<file path="src/uart_register_fifo_controller_top_defines.svh">
// Assertion macros for the UART register and FIFO block.
`ifndef UART_REGISTER_FIFO_CONTROLLER_TOP_DEFINES_SVH
`define UART_REGISTER_FIFO_CONTROLLER_TOP_DEFINES_SVH

// Same-cycle implication, checked outside reset.
`define URFC_ASSERT_NOW(lbl, ante, cons) \
    lbl: assert property (@(posedge clk) disable iff (!rst_n) (ante) |-> (cons)) \
        else $error("urfc check failed");

// Next-cycle implication, checked outside reset.
`define URFC_ASSERT_NEXT(lbl, ante, cons) \
    lbl: assert property (@(posedge clk) disable iff (!rst_n) (ante) |=> (cons)) \
        else $error("urfc check failed");

`endif

</file>
<file path="src/urfc_pkg.sv">
// Shared types, constants and helpers for the UART register and FIFO block.
package urfc_pkg;

    localparam int FIFO_DEPTH = 8;
    localparam int PTR_W      = $clog2(FIFO_DEPTH);
    localparam int FILL_W     = $clog2(FIFO_DEPTH + 1);
    localparam int CMP_W      = (FILL_W > 3) ? FILL_W : 3;

    localparam logic [1:0] CMD_READ    = 2'd0;
    localparam logic [1:0] CMD_WRITE   = 2'd1;
    localparam logic [1:0] CMD_LINE_RX = 2'd2;
    localparam logic [1:0] CMD_TX_RDY  = 2'd3;

    localparam logic [2:0] REG_TXDATA = 3'd0;
    localparam logic [2:0] REG_RXDATA = 3'd1;
    localparam logic [2:0] REG_TXCTRL = 3'd2;
    localparam logic [2:0] REG_RXCTRL = 3'd3;
    localparam logic [2:0] REG_IE     = 3'd4;
    localparam logic [2:0] REG_IP     = 3'd5;
    localparam logic [2:0] REG_DIV    = 3'd6;

    typedef logic [PTR_W-1:0]  ptr_t;
    typedef logic [FILL_W-1:0] fill_t;

    typedef struct packed {
        logic       tx_we;
        ptr_t       tx_waddr;
        logic [7:0] tx_wdata;
        logic       tx_re;
        ptr_t       tx_raddr;
        logic       rx_we;
        ptr_t       rx_waddr;
        logic [7:0] rx_wdata;
        logic       rx_re;
        ptr_t       rx_raddr;
    } mem_req_t;

    typedef struct packed {
        logic [31:0] rd_word;
        logic        rx_sel;
        logic        send_valid;
        logic        dropped;
        logic        tx_irq;
        logic        rx_irq;
        logic [15:0] divisor;
        logic        two_stop;
        logic        rx_on;
        logic        tx_on;
    } result_t;

    typedef struct packed {
        fill_t tx_fill;
        fill_t rx_fill;
    } fifo_status_t;

    function automatic ptr_t wrap_inc(input ptr_t p);
        ptr_t r;
        if (p == PTR_W'(FIFO_DEPTH - 1))
        begin
            r = '0;
        end
        else
        begin
            r = p + PTR_W'(1);
        end
        return r;
    endfunction

    function automatic ptr_t wrap_add(input ptr_t head, input fill_t fill);
        logic [FILL_W:0] s;
        s = (FILL_W+1)'(head) + (FILL_W+1)'(fill);
        if (s >= (FILL_W+1)'(FIFO_DEPTH))
        begin
            s = s - (FILL_W+1)'(FIFO_DEPTH);
        end
        return s[PTR_W-1:0];
    endfunction

    function automatic logic [31:0] be_mask(input logic [3:0] be);
        return {{8{be[3]}}, {8{be[2]}}, {8{be[1]}}, {8{be[0]}}};
    endfunction

endpackage

</file>
<file path="src/uart_register_fifo_controller_top.sv">
// Top level of the UART register block with transmit and receive byte FIFOs.
//
// Every bus access or line event is one item, and the block takes one item per
// clock unless a result waiting for out_ready holds it. Register and pointer
// updates happen in the cycle an item is accepted; the two FIFO byte RAMs are
// read in that same cycle and their registered read data joins the result in
// the following stage, as it moves from s1_res_reg into the output register.
// The memory stage and the output register together let one more item in while
// a result waits for out_ready. Both FIFOs hold FIFO_DEPTH bytes; their contents
// are not cleared at reset, only the pointers and fill levels are.
`include "uart_register_fifo_controller_top_defines.svh"

module uart_register_fifo_controller_top
    import urfc_pkg::*;
(
    input  logic        clk,
    input  logic        rst_n,
    input  logic        in_valid,
    output logic        in_ready,
    input  logic [1:0]  cmd,
    input  logic [2:0]  reg_index,
    input  logic [31:0] write_word,
    input  logic [3:0]  byte_enables,
    input  logic [7:0]  line_byte,
    output logic        out_valid,
    input  logic        out_ready,
    output logic [31:0] read_word,
    output logic [7:0]  send_byte,
    output logic        send_valid,
    output logic        dropped,
    output logic        tx_irq,
    output logic        rx_irq,
    output logic [15:0] baud_divisor,
    output logic        two_stop_bits,
    output logic        receiver_on,
    output logic        transmitter_on
);

    logic         accept;
    logic         s1_advance;
    mem_req_t     req;
    result_t      res;
    fifo_status_t status;
    logic [7:0]   tx_rdata, rx_rdata;

    logic         s1_valid_reg;
    result_t      s1_res_reg;
    logic         out_valid_reg;
    result_t      out_res_reg;
    logic [31:0]  out_word_reg;
    logic [7:0]   out_byte_reg;

    assign s1_advance = s1_valid_reg && (!out_valid_reg || out_ready);
    assign in_ready   = !s1_valid_reg || s1_advance;
    assign accept     = in_valid && in_ready;

    urfc_ctrl u_ctrl (
        .clk          (clk),
        .rst_n        (rst_n),
        .accept       (accept),
        .cmd          (cmd),
        .reg_index    (reg_index),
        .write_word   (write_word),
        .byte_enables (byte_enables),
        .line_byte    (line_byte),
        .req          (req),
        .res          (res),
        .status       (status)
    );

    urfc_ram #(.DEPTH(FIFO_DEPTH), .WIDTH(8)) u_tx_ram (
        .clk   (clk),
        .we    (req.tx_we),
        .waddr (req.tx_waddr),
        .wdata (req.tx_wdata),
        .re    (req.tx_re),
        .raddr (req.tx_raddr),
        .rdata (tx_rdata)
    );

    urfc_ram #(.DEPTH(FIFO_DEPTH), .WIDTH(8)) u_rx_ram (
        .clk   (clk),
        .we    (req.rx_we),
        .waddr (req.rx_waddr),
        .wdata (req.rx_wdata),
        .re    (req.rx_re),
        .raddr (req.rx_raddr),
        .rdata (rx_rdata)
    );

    always_ff @(posedge clk or negedge rst_n)
    begin
        if (!rst_n)
        begin
            s1_valid_reg  <= 1'b0;
            out_valid_reg <= 1'b0;
        end
        else
        begin
            if (accept)
            begin
                s1_valid_reg <= 1'b1;
            end
            else if (s1_advance)
            begin
                s1_valid_reg <= 1'b0;
            end
            if (s1_advance)
            begin
                out_valid_reg <= 1'b1;
            end
            else if (out_ready)
            begin
                out_valid_reg <= 1'b0;
            end
        end
    end

    always_ff @(posedge clk)
    begin
        if (accept)
        begin
            s1_res_reg <= res;
        end
        if (s1_advance)
        begin
            // merge the RAM read data that belongs to this item
            out_res_reg  <= s1_res_reg;
            out_word_reg <= s1_res_reg.rd_word
                            | (s1_res_reg.rx_sel ? {24'd0, rx_rdata} : 32'd0);
            out_byte_reg <= s1_res_reg.send_valid ? tx_rdata : 8'd0;
        end
    end

    assign out_valid      = out_valid_reg;
    assign read_word      = out_word_reg;
    assign send_byte      = out_byte_reg;
    assign send_valid     = out_res_reg.send_valid;
    assign dropped        = out_res_reg.dropped;
    assign tx_irq         = out_res_reg.tx_irq;
    assign rx_irq         = out_res_reg.rx_irq;
    assign baud_divisor   = out_res_reg.divisor;
    assign two_stop_bits  = out_res_reg.two_stop;
    assign receiver_on    = out_res_reg.rx_on;
    assign transmitter_on = out_res_reg.tx_on;

    `URFC_ASSERT_NOW(a_tx_fill_bound, 1'b1, status.tx_fill <= FILL_W'(FIFO_DEPTH))
    `URFC_ASSERT_NOW(a_rx_read_nonempty, req.rx_re, status.rx_fill != '0)
    `URFC_ASSERT_NOW(a_send_excl, out_valid && send_valid, read_word == '0 && !dropped)
    `URFC_ASSERT_NOW(a_no_overrun, s1_valid_reg && out_valid_reg && !out_ready, !in_ready)

endmodule

</file>
<file path="src/urfc_ram.sv">
// Simple dual-port byte RAM with one write port and a registered read port.
module urfc_ram #(
    parameter int DEPTH = 8,
    parameter int WIDTH = 8
) (
    input  logic                     clk,
    input  logic                     we,
    input  logic [$clog2(DEPTH)-1:0] waddr,
    input  logic [WIDTH-1:0]         wdata,
    input  logic                     re,
    input  logic [$clog2(DEPTH)-1:0] raddr,
    output logic [WIDTH-1:0]         rdata
);

    logic [WIDTH-1:0] mem [DEPTH];
    logic [WIDTH-1:0] rdata_reg;

    always_ff @(posedge clk)
    begin
        if (we)
        begin
            mem[waddr] <= wdata;
        end
        if (re)
        begin
            rdata_reg <= mem[raddr];
        end
    end

    assign rdata = rdata_reg;

endmodule

</file>
<file path="src/urfc_ctrl.sv">
// Register file, FIFO pointers and command decode of the UART register block.
module urfc_ctrl
    import urfc_pkg::*;
(
    input  logic         clk,
    input  logic         rst_n,
    input  logic         accept,
    input  logic [1:0]   cmd,
    input  logic [2:0]   reg_index,
    input  logic [31:0]  write_word,
    input  logic [3:0]   byte_enables,
    input  logic [7:0]   line_byte,
    output mem_req_t     req,
    output result_t      res,
    output fifo_status_t status
);

    ptr_t        tx_head_reg, tx_head_next, rx_head_reg, rx_head_next;
    fill_t       tx_fill_reg, tx_fill_next, rx_fill_reg, rx_fill_next;
    logic [7:0]  last_tx_reg, last_tx_next;
    logic        tx_en_reg, tx_en_next, stop_sel_reg, stop_sel_next;
    logic [2:0]  tx_mark_reg, tx_mark_next, rx_mark_reg, rx_mark_next;
    logic        rx_en_reg, rx_en_next;
    logic [1:0]  irq_en_reg, irq_en_next;
    logic [15:0] divider_reg, divider_next;

    logic        tx_full, rx_full, tx_irq_cur, rx_irq_cur;
    logic [31:0] rd;

    always_ff @(posedge clk or negedge rst_n)
    begin
        if (!rst_n)
        begin
            tx_head_reg  <= '0;
            tx_fill_reg  <= '0;
            rx_head_reg  <= '0;
            rx_fill_reg  <= '0;
            last_tx_reg  <= '0;
            tx_en_reg    <= 1'b0;
            stop_sel_reg <= 1'b0;
            tx_mark_reg  <= '0;
            rx_en_reg    <= 1'b0;
            rx_mark_reg  <= '0;
            irq_en_reg   <= '0;
            divider_reg  <= '0;
        end
        else
        begin
            tx_head_reg  <= tx_head_next;
            tx_fill_reg  <= tx_fill_next;
            rx_head_reg  <= rx_head_next;
            rx_fill_reg  <= rx_fill_next;
            last_tx_reg  <= last_tx_next;
            tx_en_reg    <= tx_en_next;
            stop_sel_reg <= stop_sel_next;
            tx_mark_reg  <= tx_mark_next;
            rx_en_reg    <= rx_en_next;
            rx_mark_reg  <= rx_mark_next;
            irq_en_reg   <= irq_en_next;
            divider_reg  <= divider_next;
        end
    end

    assign tx_full    = (tx_fill_reg == FILL_W'(FIFO_DEPTH));
    assign rx_full    = (rx_fill_reg == FILL_W'(FIFO_DEPTH));
    assign tx_irq_cur = (CMP_W'(tx_fill_reg) < CMP_W'(tx_mark_reg)) && irq_en_reg[0];
    assign rx_irq_cur = (CMP_W'(rx_fill_reg) > CMP_W'(rx_mark_reg)) && irq_en_reg[1];

    always_comb
    begin
        tx_head_next  = tx_head_reg;
        tx_fill_next  = tx_fill_reg;
        rx_head_next  = rx_head_reg;
        rx_fill_next  = rx_fill_reg;
        last_tx_next  = last_tx_reg;
        tx_en_next    = tx_en_reg;
        stop_sel_next = stop_sel_reg;
        tx_mark_next  = tx_mark_reg;
        rx_en_next    = rx_en_reg;
        rx_mark_next  = rx_mark_reg;
        irq_en_next   = irq_en_reg;
        divider_next  = divider_reg;

        rd             = '0;
        res.rx_sel     = 1'b0;
        res.send_valid = 1'b0;
        res.dropped    = 1'b0;

        req.tx_we    = 1'b0;
        req.tx_waddr = wrap_add(tx_head_reg, tx_fill_reg);
        req.tx_wdata = write_word[7:0];
        req.tx_re    = 1'b0;
        req.tx_raddr = tx_head_reg;
        req.rx_we    = 1'b0;
        req.rx_waddr = wrap_add(rx_head_reg, rx_fill_reg);
        req.rx_wdata = line_byte;
        req.rx_re    = 1'b0;
        req.rx_raddr = rx_head_reg;

        if (accept)
        begin
            case (cmd)
                CMD_READ:
                begin
                    case (reg_index)
                        REG_TXDATA: rd = {tx_full, 23'd0, last_tx_reg};
                        REG_RXDATA:
                        begin
                            if (rx_fill_reg == '0)
                            begin
                                rd = 32'h8000_0000;
                            end
                            else
                            begin
                                // head byte arrives from the RAM's registered read port
                                req.rx_re  = 1'b1;
                                res.rx_sel = byte_enables[0];
                                if (byte_enables[0])
                                begin
                                    rx_head_next = wrap_inc(rx_head_reg);
                                    rx_fill_next = rx_fill_reg - FILL_W'(1);
                                end
                            end
                        end
                        REG_TXCTRL: rd = {13'd0, tx_mark_reg, 14'd0, stop_sel_reg, tx_en_reg};
                        REG_RXCTRL: rd = {13'd0, rx_mark_reg, 15'd0, rx_en_reg};
                        REG_IE:     rd = {30'd0, irq_en_reg};
                        REG_IP:     rd = {30'd0, rx_irq_cur, tx_irq_cur};
                        REG_DIV:    rd = {16'd0, divider_reg};
                        default:    rd = '0;
                    endcase
                    rd = rd & be_mask(byte_enables);
                end
                CMD_WRITE:
                begin
                    case (reg_index)
                        REG_TXDATA:
                        begin
                            if (byte_enables[0])
                            begin
                                last_tx_next = write_word[7:0];
                                if (tx_full)
                                begin
                                    res.dropped = 1'b1;
                                end
                                else
                                begin
                                    req.tx_we    = 1'b1;
                                    tx_fill_next = tx_fill_reg + FILL_W'(1);
                                end
                            end
                        end
                        REG_TXCTRL:
                        begin
                            if (byte_enables[0])
                            begin
                                tx_en_next    = write_word[0];
                                stop_sel_next = write_word[1];
                            end
                            if (byte_enables[2])
                            begin
                                tx_mark_next = write_word[18:16];
                            end
                        end
                        REG_RXCTRL:
                        begin
                            if (byte_enables[0])
                            begin
                                rx_en_next = write_word[0];
                            end
                            if (byte_enables[2])
                            begin
                                rx_mark_next = write_word[18:16];
                            end
                        end
                        REG_IE:
                        begin
                            if (byte_enables[0])
                            begin
                                irq_en_next = write_word[1:0];
                            end
                        end
                        REG_DIV:
                        begin
                            if (byte_enables[0])
                            begin
                                divider_next[7:0] = write_word[7:0];
                            end
                            if (byte_enables[1])
                            begin
                                divider_next[15:8] = write_word[15:8];
                            end
                        end
                        default:
                        begin
                        end
                    endcase
                end
                CMD_LINE_RX:
                begin
                    if (rx_en_reg && !rx_full)
                    begin
                        req.rx_we    = 1'b1;
                        rx_fill_next = rx_fill_reg + FILL_W'(1);
                    end
                    else
                    begin
                        res.dropped = 1'b1;
                    end
                end
                CMD_TX_RDY:
                begin
                    if (tx_en_reg && (tx_fill_reg != '0))
                    begin
                        req.tx_re      = 1'b1;
                        res.send_valid = 1'b1;
                        tx_head_next   = wrap_inc(tx_head_reg);
                        tx_fill_next   = tx_fill_reg - FILL_W'(1);
                    end
                end
                default:
                begin
                end
            endcase
        end

        res.rd_word  = rd;
        res.tx_irq   = (CMP_W'(tx_fill_next) < CMP_W'(tx_mark_next)) && irq_en_next[0];
        res.rx_irq   = (CMP_W'(rx_fill_next) > CMP_W'(rx_mark_next)) && irq_en_next[1];
        res.divisor  = divider_next;
        res.two_stop = stop_sel_next;
        res.rx_on    = rx_en_next;
        res.tx_on    = tx_en_next;
    end

    assign status.tx_fill = tx_fill_reg;
    assign status.rx_fill = rx_fill_reg;

endmodule

</file>
<file path="config.mk">
export PLATFORM = sky130hd
export DESIGN_NAME = uart_register_fifo_controller_top
export DESIGN_NICKNAME = d
export VERILOG_FILES = /design/src/urfc_pkg.sv /design/src/uart_register_fifo_controller_top.sv /design/src/urfc_ram.sv /design/src/urfc_ctrl.sv
export VERILOG_INCLUDE_DIRS = /design/src /design/src/src
export SDC_FILE = /design/constraint.sdc
export NUM_CORES = 1
export LEC_CHECK = 0
export ABC_CLOCK_PERIOD_IN_PS = 4300
export BUFFER_PORTS_ARGS = -buffer_cell sky130_fd_sc_hd__buf_2
export CELL_PAD_IN_SITES_DETAIL_PLACEMENT = 0
export CELL_PAD_IN_SITES_GLOBAL_PLACEMENT = 1
export CORE_ASPECT_RATIO = 0.7
export CORE_MARGIN = 8
export CORE_UTILIZATION = 39
export DETAILED_ROUTE_END_ITERATION = 8
export PLACE_DENSITY = 0.64
export SLEW_MARGIN = 20
export SYNTH_ARGS = -nofsm -noshare
export SYNTH_HDL_FRONTEND = slang
export SYNTH_SLANG_ARGS = --single-unit
</file>
<file path="constraint.sdc">
create_clock -name clk -period 4.3 [get_ports clk]
set_input_delay 0.43 -clock clk [delete_from_list [all_inputs] [get_ports clk]]
set_output_delay 0.43 -clock clk [all_outputs]
set_load 0.01 [all_outputs]
</file>
After elaboration in Yosys (flattened, before gate mapping)
Memories as Yosys holds them, arrays and structs flattened. A register that Yosys moved wholly into a read port is not among the register bits.
Index checks and enable logic that the tools add are counted.
Word-level totals
  bits in registers: 170
  word-level logic and storage cells: 171
  output and inout bits: 65
  memory bits (writable): 128
  memories: 2
  input port bits: 53
Memories
  u_rx_ram.mem: words 8, bits a word 8, rd ports 1, clocked after Yosys merged registers in 1, write ports 1, RTL line urfc_ram.sv:15  | logic [WIDTH-1:0] mem [DEPTH];
  u_tx_ram.mem: words 8, bits a word 8, rd ports 1, clocked after Yosys merged registers in 1, write ports 1, RTL line urfc_ram.sv:15
Operators by class
  $add $sub $neg: 10
  mux-type cells: 78
  order comparisons: 6
  reductions and logical operators: 23
  bitwise operators: 5
  equal/unequal tests: 13
Operators with widths (number)
  $pmux 32 s7: 1
  $mux 32: 3
  $mux 16: 3
  $mux 4: 10
  $mux 1: 39
  $mux 3: 12
  $and 32x32->32: 1
  $or 32x8->32: 1
  $mux 8: 3
  $pmux 4 s2: 2
  $eq 3x3->1 const B: 5
  $add 3x4->5: 2
  $ge 5x4->1 const B: 2
  $add 4x1->4 const B: 2
  $eq 4x4->1 const B: 2
  $gt 4x3->1: 2
  $logic_and 1x1->1: 8
  $lt 4x3->1: 2
  $mux 2: 4
  $sub 4x1->4 const B: 2
  $add 3x1->3 const B: 2
  $eq 3x2->1 const B: 2
  $sub 3x1->3 const B: 2
  $reduce_and 5->1: 1
  15 further kinds: 22

Logic depth before layout (Yosys ltp)
Gate-level depths: netlist (run 1).
  word-level depth: 8
  mapped depth: 14
  depth with buffers taken out: 13

Cells and area by module
A second synthesis (run 1) with hierarchy kept.
Second synthesis, totals
  cell total of the unflattened synthesis: 728
  area total of the unflattened synthesis: 12862.3 µm²
By module, submodules not included
  urfc_ram: seq. area each 2162.1 µm², instances 2, cells an instance 114, area an instance 2771.4 µm²
  uart_register_fifo_controller_top: seq. area each 3623.5 µm², instances 1, cells an instance 144, area an instance 3792.4 µm²
  urfc_ctrl: seq. area each 1226.2 µm², instances 1, cells an instance 356, area an instance 3527.1 µm²

Least setup slack after synthesis (run 1)
No wires, ideal clock.
  kind: input to register
  start point: input port out_ready
  end point: register s1_res_reg[19] (netlist name), data pin
  required time: 4.046 ns
  setup time: 0.254 ns
  setup slack: 0.661 ns
  path buffers: 0
  data arrival time: 3.385 ns
  cell stages on the path: 11
  path through: nand3b_2 -> nand2_1 -> inv_1 -> nand2_1 -> nor3_2 -> mux2i_1 -> ha_1 -> a21o_1 -> a21oi_1 -> a31oi_1 -> o21a_1
RTL lines
  start: declaration: RTL line uart_register_fifo_controller_top.sv:26  | input logic out_ready,
  end signal: assignment: RTL line uart_register_fifo_controller_top.sv:123  | s1_res_reg <= res;
  end: declaration: RTL line uart_register_fifo_controller_top.sv:47  | result_t s1_res_reg;

==> run metrics, run 1 <==
status finished, final reports clean; largest net degree at the start of global routing 53; RePlAce Congestion 0.829; Max-slew headroom 36.2%; post-route clock period utilization 76.1%; GRT Util Overall 13.7%; Via density 4.99; Critical Path AT 3.64 ns; clock sink total 290; fmax 0.306 GHz; Starting Density 39.5%; antenna diode count 0; vias 6119; Distinct cells, synth 64; die area 0.0362 mm²; RSZ-0062 raised after global routing false; core area 0.0299 mm²; Setup crit end kind register; Num CTS Buffers 29; PostCTS Resize Cnt 0; TritonCTS clock tree done; placed cell count 1172; worst-skew pair later-pin latency 0.55 ns; Tmin final 3.27 ns; top cell type's share of synthesized area 60.8%; Post-synth EDFFs 239; CP required 4.67 ns; H-tree level count 1; Syn-to-layout area delta 16.0%; peak supply drop 0.261 mV; row cnt 53; clock-pin slew on the worst setup and hold paths 0.06 ns; 1st-pass router iterations 5; final-stage net count 871; Yosys reg bits 290; Sum Neg Setup Slack 0 ns; Finished Layout Cells 1226; hold-critical path depth 2; Clk Tree Root Cell clkbuf_16; max cap viols 0; fraction of registers with async set/reset 17.6%; Mean Syn Cell Area 17.5 µm²; Fin Clk Skew 0.00947 ns; post-synth top area cell edfxtp_1; DRC 0; Lkg Pwr 5.08 nW; WL final 25000 µm; wire per inst 20.4 µm; Crit Path Max Fanout 52; Cell Pwr Density 469 mW/mm²; total grt overflow 0; PortBufs 92; Main synth FF type edfxtp_1; layout cell share with drive strength beyond 1 30.0%; # setup viols final 0; Die Wd 224 µm; Ys Warns 0; fin. max-slew vios 0; initial antenna violation count 1; Longest Clk Path Bufs 3; final hold vios 0; post-synthesis sequential area ratio 71.6%; CP Launch Type register; number of I/O pins 118; ANT nets after route 0; Crit Path Class register to register; area of the multi-input gates 0.00311 mm²; drt initial violations 455; worst-case reg-to-reg path depth 11; top cells by area, synth edfxtp_1 (61%), dfrtp_1 (11%), mux4_2 (6.3%), mux2_2 (4.5%), ha_1 (2.5%); Post-Synthesis Cells 676; Fillers 2589; vias in the first global route 6411; synthesized cell area 0.0118 mm²; worst slew pin tran 0.957 ns; Reg area 0.00845 mm²; Hold WC Path Type input pin to register; Die Y 162 µm; post-DP HPWL 17100 µm; first-pass GRT wire length 38500 µm
==> worst max-delay path, cell delays in order, from the launching register on <==
cell and delay, ns:
dfrtp_1 0.39, nand3b_2 0.22, nand2_1 0.20, inv_2 0.09, buf_4 0.58, o21ai_0 0.35
a211o_1 0.30, o2bb2ai_1 0.15, ha_1 0.31, o21ai_0 0.14, a41oi_1 0.08, nor4b_2 0.26
==> synthesized netlist by cell type (3+ instances only) <==
cell       count
a22oi_1        6
nor2b_1        4
dfrtp_1       51
buf_4         12
a21oi_1        8
xnor2_1        4
mux2i_1       10
nand2b_1       9
clkbuf_1      14
nand4_1        4
a31oi_1        4
o21ai_0        6
o21ai_1        3
mux4_2        33
ha_1          24
edfxtp_1     239
inv_1         22
a211o_1        3
and2_1        20
nand3_1        6
nand3b_1       5
buf_2          7
a221o_1        3
o2bb2ai_1      3
nor2_1        30
mux2_1         5
a21o_1        14
mux2_2        47
nand2_1       23
nor3_1        13
==> final timing paths <==
check / startpoint / end / slack (ns)
max: s1_valid_reg$_DFFE_PN0P_ / s1_res_reg[20]$_DFFE_PP_ / 1.03
max reg2reg: s1_valid_reg$_DFFE_PN0P_ / s1_res_reg[20]$_DFFE_PP_ / 1.03
min: write_word[8] / u_ctrl.divider_reg[8]$_DFF_PN0_ / 0.13
min in group asynchronous: rst_n / u_ctrl.divider_reg[13]$_DFF_PN0_ / 0.30
min reg2reg: s1_res_reg[36]$_SDFFCE_PN0P_ / read_word[12]$_DFFE_PP_ / 0.41
max in group asynchronous: rst_n / u_ctrl.tx_mark_reg[1]$_DFF_PN0_ / 3.12
==> per-stage QoR <==
stage	setup slack (ns)	power (mW)	area [µm²]	hold slack, ns	utilization [%]
after floorplan	0.661	3.79	11800	0.134	-
after global placement	0.963	3.99	12800	0.348	42.6
after detailed placement	0.891	4.02	12800	0.347	42.6
after CTS	1.02	6.51	13700	0.100	45.8
after global routing	0.737	6.70	13700	0.107	45.8
final	1.03	6.42	13700	0.129	45.8
==> per-layer routing <==
| layer | track usage (%) | wire length [µm] | vias to the layer above |
|---|---|---|---|
| li1 | - | - | 2817 |
| met1 | 20.1 | 12000 | 3121 |
| met2 | 20.6 | 11200 | 142 |
| met3 | 3.19 | 1230 | 37 |
| met4 | 3.08 | 434 | 2 |
| met5 | 0 | 10 | - |
==> final cells by class <==
cell class | instances | area share [%]
sequential | 290 | 61.7
multi-input combinational | 339 | 22.7
clock buffer | 35 | 5.54
timing repair buffer | 110 | 4.37
tap | 412 | 3.77
clock inverter | 18 | 1.23
inverter | 22 | 0.603
==> report_power, final <==
part           internal [mW]  switching (mW)
clock                   1.43            1.04
combinational          0.289           0.350
sequential              3.20           0.108
total                   4.93            1.50
==> kinds of logic (layout without fill, tap and decap cells) <==
family,after synthesis,count (layout),share of synthesized area (%)
compound gates,64,64,3.86
xor+xnor,6,6,0.445
fa+ha+maj,26,26,2.88
buf+inv,58,185,2.37
flops,290,290,71.6
mux,95,95,12.1
other cells,1,12,0.0318
simple gates,136,136,6.69
==> cell usage in the layout (no fill, tap or decap), drive strengths merged, types with 3 or more instances in the layout <==
cell type  synthesis  routed
ha                24      24
or3b               4       4
nor4b              4       4
nor2b              4       4
o2bb2ai            3       3
xnor2              4       4
o21ai              9       9
nor2              32      32
nand3              6       6
nand2             23      23
buf               21     109
clkinv             0      12
dfrtp             51      51
nand2b             9       9
a221o              3       3
bufinv             0       3
and2              20      20
clkbuf            15      35
mux2              52      52
conb               1      12
a22oi              6       6
nand3b             6       6
inv               22      25
a211o              3       3
nand4              5       5
edfxtp           239     239
a31oi              4       4
mux2i             10      10
a21o              14      14
mux4              33      33
a21oi              8       8
nor3              15      15
==> what timing repair did <==
item | CTS | global route
hold buffers | 1 | 0
buffers inserted | 0 | 0
endpoints found under the hold margin | 11 | 0
Note: power is estimated with default switching activity, not from simulation.
==> inputs of run 2 (changes only) <==
ABC_AREA = 1   (was unset)
ABC_CLOCK_PERIOD_IN_PS = 2900   (was 4300)
PLACE_DENSITY = 0.69   (was 0.64)
clock period = 2.9 ns   (was 4.3 ns; I/O delays follow)
==> run 2 against run 1 <==
Against the previous run:
- count of clock-buffer cells in the layout unchanged
- flip-flop and latch count unchanged
- first-iteration DRC count up 24%
- final area up 2.4%
- highest routed layer is now met4
==> run metrics, run 2 <==
status finished, final reports clean; worst slew pin tran 0.963 ns; Critical Path Most Common Cell o21ai_0; max cap viols 0; core area 0.0300 mm²; Ys Warns 0; Worst path max stage delay 0.47 ns; wire per inst 17.6 µm; top post-synthesis cells by count edfxtp_1 (239), nor2_1 (160), nand2_1 (106); DRC 0; top cells by area, synth edfxtp_1 (60%), dfrtp_1 (11%), nor2_1 (5.1%), o21ai_0 (4.0%), nand2_1 (3.3%); Fillers 2763; 1st-pass router iterations 5; Syn-to-layout area delta 18.1%; Post-Synthesis Cells 954; Finished Layout Cells 1528; Critical Path AT 2.95 ns; Starting Density 39.6%; PortBufs 92; vias 7444; clock-pin slew on the worst setup and hold paths 0.06 ns; antenna diode count 0; vias in the first global route 7283; top cell type's share of synthesized area 60.4%; Setup crit end kind register; drt initial violations 563; Hold WC Path Type input pin to register; Lkg Pwr 5.51 nW; CP required 3.29 ns; Num CTS Buffers 28; Cell Pwr Density 787 mW/mm²; row cnt 53; Sum Neg Setup Slack 0 ns; TritonCTS clock tree done; Final Core Density 46.8%; post-synth top area cell edfxtp_1; GRT Util Overall 14.7%; slowest library cell on the worst path dfrtp_1; Tmin final 2.56 ns; Post-synth EDFFs 239; RePlAce Congestion 0.896; Die Y 162 µm; initial antenna violation count 1; most common cell in the netlist edfxtp_1; Max-slew headroom 35.7%; total grt overflow 0; synthesized cell area 0.0119 mm²; most common cell after layout, fill and taps aside edfxtp_1; Distinct cells, synth 41; post-route clock period utilization 88.3%; final hold vios 0; WL final 27000 µm; Mean Syn Cell Area 12.5 µm²; worst-skew pair later-pin latency 0.55 ns; RSZ-0062 raised after global routing false; post-synthesis sequential area ratio 71.2%; post-DP HPWL 18200 µm; number of I/O pins 118; peak supply drop 0.444 mV; die area 0.0364 mm²; fmax 0.390 GHz; Fin Clk Skew 0.0118 ns; Yosys reg bits 290; Die Wd 225 µm; ANT nets after route 0; PostCTS Resize Cnt 0; Longest Clk Path Bufs 3; Final Total Pwr 11.0 mW; first-pass GRT wire length 41900 µm; H-tree level count 1; fraction of registers with async set/reset 17.6%; finished layout cell area 0.0140 mm²; # setup viols final 0; fin. max-slew vios 0; Crit Path Class register to register; Clk Tree Root Cell clkbuf_16; Crit Path Max Fanout 6; crit-path cells inv_1, ha_1, nand3_1, nor2_1, o21ai_0, o211ai_1, o21ai_0, nand2_1, o21ai_0, ha_1, nor2_1, nand3_1, a21oi_1; clock sink total 290; CP Launch Type register; final-stage net count 1173; Area after DPL 0.0130 mm²; largest net degree at the start of global routing 52; placed cell count 1463; Via density 4.87; Main synth FF type edfxtp_1; commonest cells after routing, fill and taps aside edfxtp_1 (239), nor2_1 (160), nand2_1 (105); layout cell share with drive strength beyond 1 18.2%
[run 2: critical path: cells and delay by family, from the launching register on]
| kind | cells | cell delay (ns) |
|---|---|---|
| AOI/OAI and AO/OA | 5 | 0.60 |
| adders and majority gates | 2 | 0.47 |
| buffers and inverters | 1 | 0.21 |
| DFF | 1 | 0.47 |
| and+or+nand+nor | 5 | 0.64 |
[run 2: cell families after synthesis]
kind of cell,count (synthesis),synth area share (%)
AOI/OAI and AO/OA,180,8.54
xor gates and xnor gates,6,0.442
adders and majority gates,26,2.86
buffers and inverters,122,4.40
DFF,290,71.2
muxes,13,1.42
other,1,0.0316
and+or+nand+nor,316,11.1
[run 2: where the power goes]
group / leakage (nW) / internal (mW) / switching [mW]
combinational: 2.23 / 0.764 / 1.49
sequential: 2.82 / 4.91 / 0.227
clock: 0.456 / 2.14 / 1.51
total: 5.51 / 7.81 / 3.23
[run 2: worst paths after layout]
check                                                      from                                 to  slack [ns]  cells after the start
worst min-delay path                               line_byte[4]       u_rx_ram.mem[0][4]$_DFFE_PP_        0.02                      1
max in group asynchronous                                 rst_n  u_ctrl.last_tx_reg[3]$_DFFE_PN0P_        2.00                      3
worst min register to register     s1_res_reg[33]$_SDFFCE_PN0P_             read_word[9]$_DFFE_PP_        0.42                      0
min in group asynchronous                                 rst_n    u_ctrl.rx_mark_reg[1]$_DFF_PN0_        0.41                      3
worst max-delay path            u_ctrl.tx_fill_reg[0]$_DFF_PN0_           s1_res_reg[20]$_DFFE_PP_        0.34                     13
worst max register to register  u_ctrl.tx_fill_reg[0]$_DFF_PN0_           s1_res_reg[20]$_DFFE_PP_        0.34                     13
[run 2: layout make-up]
type                            instances  area [µm²]  area share [%]
Multi-Input combinational cell        553        2960            21.1
Sequential cell                       290        8450            60.3
Inverter                               83         315            2.25
Timing Repair Buffer                  138         851            6.07
Tap cell                              412         515            3.68
Clock inverter                         17         159            1.13
Clock buffer                           35         768            5.48
[run 2: layer usage]
layer	GRT usage, %	vias to the layer above	wire length [µm]
met3	3.30	37	1970
met5	0	-	0
li1	-	3611	-
met2	21.3	232	11300
met4	3.29	0	521
met1	22.1	3564	13200
[run 2: stage by stage]
step	setup slack, ns	hold slack [ns]
floorplan	0.0479	-0.00559
global placement	0.359	0.402
detailed placement	0.328	0.405
CTS	0.363	0.00315
global route	0.150	0.0209
finish	0.338	0.0187
[run 2: timing repair]
action,CTS,global route
hold buffers,13,0
endpoints found under the hold margin,80,0
setup buffers,0,0
